<file path="config.mk">
export PLATFORM = sky130hd
export DESIGN_NAME = q2s_ctrl
export DESIGN_NICKNAME = d
export VERILOG_FILES = /design/src/sv/q2s_pkg.sv /design/src/sv/q2s_ctrl.sv
export SDC_FILE = /design/constraint.sdc
export NUM_CORES = 1
export LEC_CHECK = 0
export BUFFER_PORTS_ARGS = -buffer_cell sky130_fd_sc_hd__buf_4
export CAP_MARGIN = 20
export CORE_MARGIN = 2
export CORE_UTILIZATION = 40
export CTS_CLUSTER_DIAMETER = 60
export DETAILED_ROUTE_END_ITERATION = 10
export GPL_ROUTABILITY_DRIVEN = 0
export GPL_TIMING_DRIVEN = 0
export PLACE_DENSITY = 0.63
export SKIP_LAST_GASP = 1
export SLEW_MARGIN = 25
export SYNTH_ARGS = -nofsm -noshare
export SYNTH_HDL_FRONTEND = slang
export SYNTH_SLANG_ARGS = --single-unit
</file>
<file path="constraint.sdc">
create_clock -name clk -period 2.8 [get_ports clk]
set_clock_uncertainty 0.2 [all_clocks]
set_input_delay 0.28 -clock clk [delete_from_list [all_inputs] [get_ports clk]]
set_output_delay 0.28 -clock clk [all_outputs]
set_load 0.01 [all_outputs]
</file>
<file path="src/sv/q2s_pkg.sv">
// Shared types and constants for the quaternion to servo target block.
// No dependencies; imported by the controller, datapath and top level.
`default_nettype none
package q2s_pkg;

	// register indexes on the configuration channel
	localparam logic [2:0] REG_YAW_GAIN     = 3'd0;
	localparam logic [2:0] REG_PITCH_GAIN   = 3'd1;
	localparam logic [2:0] REG_ROLL_GAIN    = 3'd2;
	localparam logic [2:0] REG_YAW_OFFSET   = 3'd3;
	localparam logic [2:0] REG_PITCH_OFFSET = 3'd4;
	localparam logic [2:0] REG_ROLL_OFFSET  = 3'd5;

	localparam logic [2:0] POSE_FIST   = 3'd1;
	localparam logic [2:0] POSE_SPREAD = 3'd4;

	localparam logic [11:0] GRIP_MID  = 12'd2048;
	localparam logic [11:0] GRIP_HIGH = 12'd3072;
	localparam logic [11:0] GRIP_LOW  = 12'd1024;

	// which angle the shared CORDIC is resolving
	localparam logic [1:0] SEL_ROLL  = 2'd0;
	localparam logic [1:0] SEL_YAW   = 2'd1;
	localparam logic [1:0] SEL_PITCH = 2'd2;

	localparam int MUL_LAST  = 8;
	localparam int SQRT_LAST = 27;

	typedef struct packed {
		logic       load;
		logic       mul;
		logic       prep;
		logic       square;
		logic       sqrt_step;
		logic       cinit;
		logic       crun;
		logic       csave;
		logic       scale;
		logic       svmul;
		logic       svadj;
		logic       svrcp;
		logic       finish;
		logic [5:0] cnt;
		logic [1:0] sel;
	} cmd_t;

	typedef struct packed {
		logic out_free;
	} stat_t;

	// arctan(2^-i) with 2^32 units per turn
	function automatic logic [31:0] atan_entry(input logic [4:0] i);
		logic [31:0] r;
		unique case (i)
			5'd0:  r = 32'd536870912;
			5'd1:  r = 32'd316933406;
			5'd2:  r = 32'd167458907;
			5'd3:  r = 32'd85004756;
			5'd4:  r = 32'd42667331;
			5'd5:  r = 32'd21354465;
			5'd6:  r = 32'd10679838;
			5'd7:  r = 32'd5340245;
			5'd8:  r = 32'd2670163;
			5'd9:  r = 32'd1335087;
			5'd10: r = 32'd667544;
			5'd11: r = 32'd333772;
			5'd12: r = 32'd166886;
			5'd13: r = 32'd83443;
			5'd14: r = 32'd41722;
			5'd15: r = 32'd20861;
			5'd16: r = 32'd10430;
			5'd17: r = 32'd5215;
			5'd18: r = 32'd2608;
			5'd19: r = 32'd1304;
			5'd20: r = 32'd652;
			5'd21: r = 32'd326;
			5'd22: r = 32'd163;
			5'd23: r = 32'd81;
			5'd24: r = 32'd41;
			5'd25: r = 32'd20;
			5'd26: r = 32'd10;
			5'd27: r = 32'd5;
			5'd28: r = 32'd3;
			5'd29: r = 32'd1;
			5'd30: r = 32'd1;
			5'd31: r = 32'd0;
			default: r = 32'd0;
		endcase
		return r;
	endfunction

endpackage
`default_nettype wire

</file>
<file path="src/sv/q2s_ctrl.sv">
// Sequencer for the quaternion to servo datapath.
// Depends on q2s_pkg for the command and status structs.
`default_nettype none
module q2s_ctrl import q2s_pkg::*; #(
	parameter int CORDIC_STEPS = 16
) (
	input  wire logic  clk,
	input  wire logic  arst_n,
	input  wire logic  in_valid,
	output logic       in_ready,
	input  wire stat_t stat,
	output cmd_t       cmd
);

	localparam int CR_N = (CORDIC_STEPS < 32) ? CORDIC_STEPS : 32;

	localparam logic [3:0] ST_IDLE  = 4'd0;
	localparam logic [3:0] ST_MUL   = 4'd1;
	localparam logic [3:0] ST_PREP  = 4'd2;
	localparam logic [3:0] ST_SQ    = 4'd3;
	localparam logic [3:0] ST_SQRT  = 4'd4;
	localparam logic [3:0] ST_CINIT = 4'd5;
	localparam logic [3:0] ST_CRUN  = 4'd6;
	localparam logic [3:0] ST_CSAVE = 4'd7;
	localparam logic [3:0] ST_SCALE = 4'd8;
	localparam logic [3:0] ST_SVMUL = 4'd9;
	localparam logic [3:0] ST_SVADJ = 4'd10;
	localparam logic [3:0] ST_SVRCP = 4'd11;
	localparam logic [3:0] ST_FIN   = 4'd12;

	logic [3:0] state_q, state_d;
	logic [5:0] cnt_q, cnt_d;
	logic [1:0] sel_q, sel_d;

	assign in_ready = (state_q == ST_IDLE);

	always_comb begin
		state_d = state_q;
		cnt_d   = cnt_q;
		sel_d   = sel_q;
		cmd     = '0;
		cmd.cnt = cnt_q;
		cmd.sel = sel_q;
		unique case (state_q)
			ST_IDLE: begin
				if (in_valid) begin
					cmd.load = 1'b1;
					cnt_d    = '0;
					state_d  = ST_MUL;
				end
			end
			ST_MUL: begin
				cmd.mul = 1'b1;
				cnt_d   = cnt_q + 6'd1;
				if (cnt_q == 6'(MUL_LAST)) state_d = ST_PREP;
			end
			ST_PREP: begin
				cmd.prep = 1'b1;
				state_d  = ST_SQ;
			end
			ST_SQ: begin
				cmd.square = 1'b1;
				cnt_d      = '0;
				state_d    = ST_SQRT;
			end
			ST_SQRT: begin
				cmd.sqrt_step = 1'b1;
				cnt_d         = cnt_q + 6'd1;
				if (cnt_q == 6'(SQRT_LAST)) begin
					sel_d   = SEL_ROLL;
					state_d = ST_CINIT;
				end
			end
			ST_CINIT: begin
				cmd.cinit = 1'b1;
				cnt_d     = '0;
				state_d   = ST_CRUN;
			end
			ST_CRUN: begin
				cmd.crun = 1'b1;
				cnt_d    = cnt_q + 6'd1;
				if (cnt_q == 6'(CR_N - 1)) state_d = ST_CSAVE;
			end
			ST_CSAVE: begin
				cmd.csave = 1'b1;
				if (sel_q == SEL_PITCH) begin
					state_d = ST_SCALE;
				end else begin
					sel_d   = sel_q + 2'd1;
					state_d = ST_CINIT;
				end
			end
			ST_SCALE: begin
				cmd.scale = 1'b1;
				state_d   = ST_SVMUL;
			end
			ST_SVMUL: begin
				cmd.svmul = 1'b1;
				state_d   = ST_SVADJ;
			end
			ST_SVADJ: begin
				cmd.svadj = 1'b1;
				state_d   = ST_SVRCP;
			end
			ST_SVRCP: begin
				cmd.svrcp = 1'b1;
				state_d   = ST_FIN;
			end
			ST_FIN: begin
				// wait for the output register to be free
				if (stat.out_free) begin
					cmd.finish = 1'b1;
					state_d    = ST_IDLE;
				end
			end
			default: state_d = ST_IDLE;
		endcase
	end

	always_ff @(posedge clk or negedge arst_n) begin
		if (!arst_n) begin
			state_q <= ST_IDLE;
			cnt_q   <= '0;
			sel_q   <= SEL_ROLL;
		end else begin
			state_q <= state_d;
			cnt_q   <= cnt_d;
			sel_q   <= sel_d;
		end
	end

endmodule
`default_nettype wire

</file>
==> impl_metrics.yaml <==
run_status:
  status: "finished clean"
place:
  dpl.cell_count: 151
  io_buffers: 25
  dp_hpwl_mm: 1.529
timing:
  tightest_slew_ps: 413.1
  period_share: 0.7651
  finalSetupTns_ps: 0
  maxClockFrequency_mhz: 466.8
  finalHoldViolations: 0
  maxSlewHeadroom: 0.7246
  setup_viol: 0
  grt_setup_unrepaired: "false"
  min_period_ps: 2142
  drv_slew: 0
floorplanning:
  coreArea_mm2: 0.001982
  die_area_mm2: 0.002529
  die_w_um: 50.29
  io_pins: 26
  initial_utilization: 0.4324
  dieHeight_um: 50.29
  rows: 16
global_routing:
  grt_pass1_wl_mm: 3.346
  grt_pass1_vias: 710
  overflow: 0
  grt_max_degree: 13
  grt_usage: 0.1735
  antenna_found_initial: 0
clock_tree:
  cts_max_level: 1
  cts_buffer_depth: 2
  cts_root_buf: "clkbuf_4"
  cts.sinks: 12
  clock_latency_ps: 290
  cts_made_buffers: 3
  cts_setup_buffers: 0
  cts.clk_slew.worst_paths_ps: 80
  cts_tree: "done"
  cts_resized: 0
route:
  firstDrtPassIters: 4
  drc: 0
  wl_per_cell_um: 13.09
  drtIter0Drc: 13
  wl_mm: 2.042
  antenna_left: 0
  num_vias: 841
  viasPerCell: 5.391
finish:
  stdcell_count: 156
  fillCellCount: 180
  final_util: 0.5676
  multi_input_area_um2: 496.7
  drive_gt1_frac: 0.3178
  n_antenna_cell: 0
  area.sequential_um2: 300.3
  syn2layout_area_growth_pct: 31.24
  num-nets-final: 137
worst_setup_path:
  max_stage_delay_ps: 430
  cp-end-kind: "output port"
  cp_cell_sequence: "buf_2 -> nor2_1 -> inv_1 -> nor3_1 -> and2_1 -> buf_4"
  cp_top_family: "simple AND/OR/NAND/NOR gates"
  crit_fanout: 10
  slowest_stage: "dfrtp_1"
  path_class: "reg2out"
  critPathLaunchType: "register"
  critical_path_required_ps: 2320
  arrival_ps: 1660
  critPathBufInv: 3
logic_synthesis:
  syn-cell-area_um2: 857.1
  ys_warn_count: 0
  synth_edf_count: 0
  syn_inst: 99
  ys_types: 39
  synth_fp_nets: 106
  ys_ff_latch: 12
  ys_seq_area_frac: 0.3504
  synth_area_per_cell_um2: 8.657
  async_flop_share: 1.000
  yosys_most_used_dff: "dfrtp_1"
power:
  switching_share: 0.4647
  cell_internal_pwr_uw: 613.5
  ir_worst_vdd_v: 0.0004879
  switchingPower_uw: 532.5
  finalPower_mw: 1.146
  powerDensity_mw_per_mm2: 1019
  p_comb_frac: 0.623
  pwr-share-clk: 0.129
  seq_power_share: 0.248
  leakage_nw: 0.5196
hold_path:
  min_path_type: "in2async"
run:
  cap_violations: 0
-- metrics by stage --
stage / cell area, um2 / worst slack [ps] / hold slack, ps
after floorplan: 857.1 / 1009 / -215.6
after global placement: 1079 / 989.6 / -68.22
after detailed placement: 1079 / 975.3 / -65.57
after CTS: 1125 / 652.4 / 165.6
after global routing: 1125 / 511.3 / 167.3
final: 1125 / 657.8 / 165.7
-- sequential cells by signal (all words and copies together) (netlist names) --
| register | cells |
|---|---|
| cnt_q | 6 |
| sel_q | 2 |
| state_q | 4 |
-- cell usage after synthesis (all sizes together) (2+ instances only) --
cell | number | share of area
mux2i | 2 | 0.023
nand2 | 6 | 0.026
nor4b | 2 | 0.020
a22o | 2 | 0.020
a31oi | 3 | 0.022
ha | 3 | 0.044
o31ai | 2 | 0.018
o21ai | 2 | 0.025
nand3 | 6 | 0.035
a21oi | 7 | 0.050
nor3 | 4 | 0.023
o221ai | 2 | 0.020
nand2b | 3 | 0.025
nor2 | 13 | 0.057
xnor2 | 2 | 0.020
buf | 5 | 0.035
inv | 7 | 0.031
dfrtp | 12 | 0.35
o211ai | 2 | 0.023
-- worst paths after layout --
kind                       slack [ps]                endpoint  cells after the start                    from
max in group asynchronous        2080    sel_q[1]$_DFFE_PN0P_                      2                  arst_n
setup reg to reg                 1000  state_q[1]$_DFFE_PN0P_                      5  state_q[1]$_DFFE_PN0P_
setup / recovery                  660                 cmd[20]                      6  state_q[0]$_DFFE_PN0P_
hold reg to reg                   370    sel_q[1]$_DFFE_PN0P_                      2    sel_q[1]$_DFFE_PN0P_
min in group clk                  370    sel_q[1]$_DFFE_PN0P_                      2    sel_q[1]$_DFFE_PN0P_
hold / removal                    170  state_q[1]$_DFFE_PN0P_                      2                  arst_n
-- final cells by class --
class                      instances  area share
multi-input combinational         74      0.4416
sequential                        12      0.2670
timing repair buffer              26      0.1758
clock buffer                       4     0.03226
buffer                             6     0.03003
tap                               27     0.03003
inverter                           7     0.02336
-- placed cells by master, fill, tap and decap left out, drive strengths merged, types with 2 or more instances in the layout --
master	instances
nor4b	2
nand3	6
inv	7
a31oi	3
mux2i	2
nor3	4
nand2	6
ha	3
o211ai	2
nor2	13
dfrtp	12
a21oi	7
o21ai	2
o221ai	2
buf	30
xnor2	2
o31ai	2
a22o	2
nand2b	3
clkbuf	5
-- power by group through the flow --
| stage | Clock (mW) | Sequential [mW] | Combinational (mW) |
|---|---|---|---|
| after CTS | 0.150 | 0.284 | 0.717 |
| after detailed placement | 0 | 0.287 | 0.711 |
| after global routing | 0.161 | 0.294 | 0.786 |
| final | 0.148 | 0.284 | 0.714 |
| after floorplan | 0 | 0.284 | 0.492 |
| after global placement | 0 | 0.286 | 0.699 |
-- cell families after synthesis --
logic type      after synthesis  share of synthesized area
fa+ha+maj                     3                    0.04380
flops                        12                     0.3504
buf+inv                      13                    0.07006
simple gates                 41                     0.2511
mux                           2                    0.02336
xor+xnor                      2                    0.02044
compound gates               26                     0.2409
-- layer usage --
metal	wire (um)	vias to the layer above	share of wire	track usage
li1	-	421	-	-
met1	999	400	0.49	0.2571
met2	952	17	0.47	0.2522
met3	62	3	0.030	0.01786
met4	27	0	0.013	0.08108
met5	0	-	0	0
-- what timing repair did --
| item | CTS | global route |
|---|---|---|
| endpoints found under the setup margin | 0 | 0 |
| endpoints found under the hold margin | 12 | 0 |
| hold buffers | 1 | 0 |
-- worst register-to-register path: cells and delay by family, from the launching register on --
kind,cells,cell delay [ps]
flops,1,380
compound gates,3,380
simple gates,1,580
buf+inv,1,130
No activity file was read; power rests on OpenSTA's default activity.
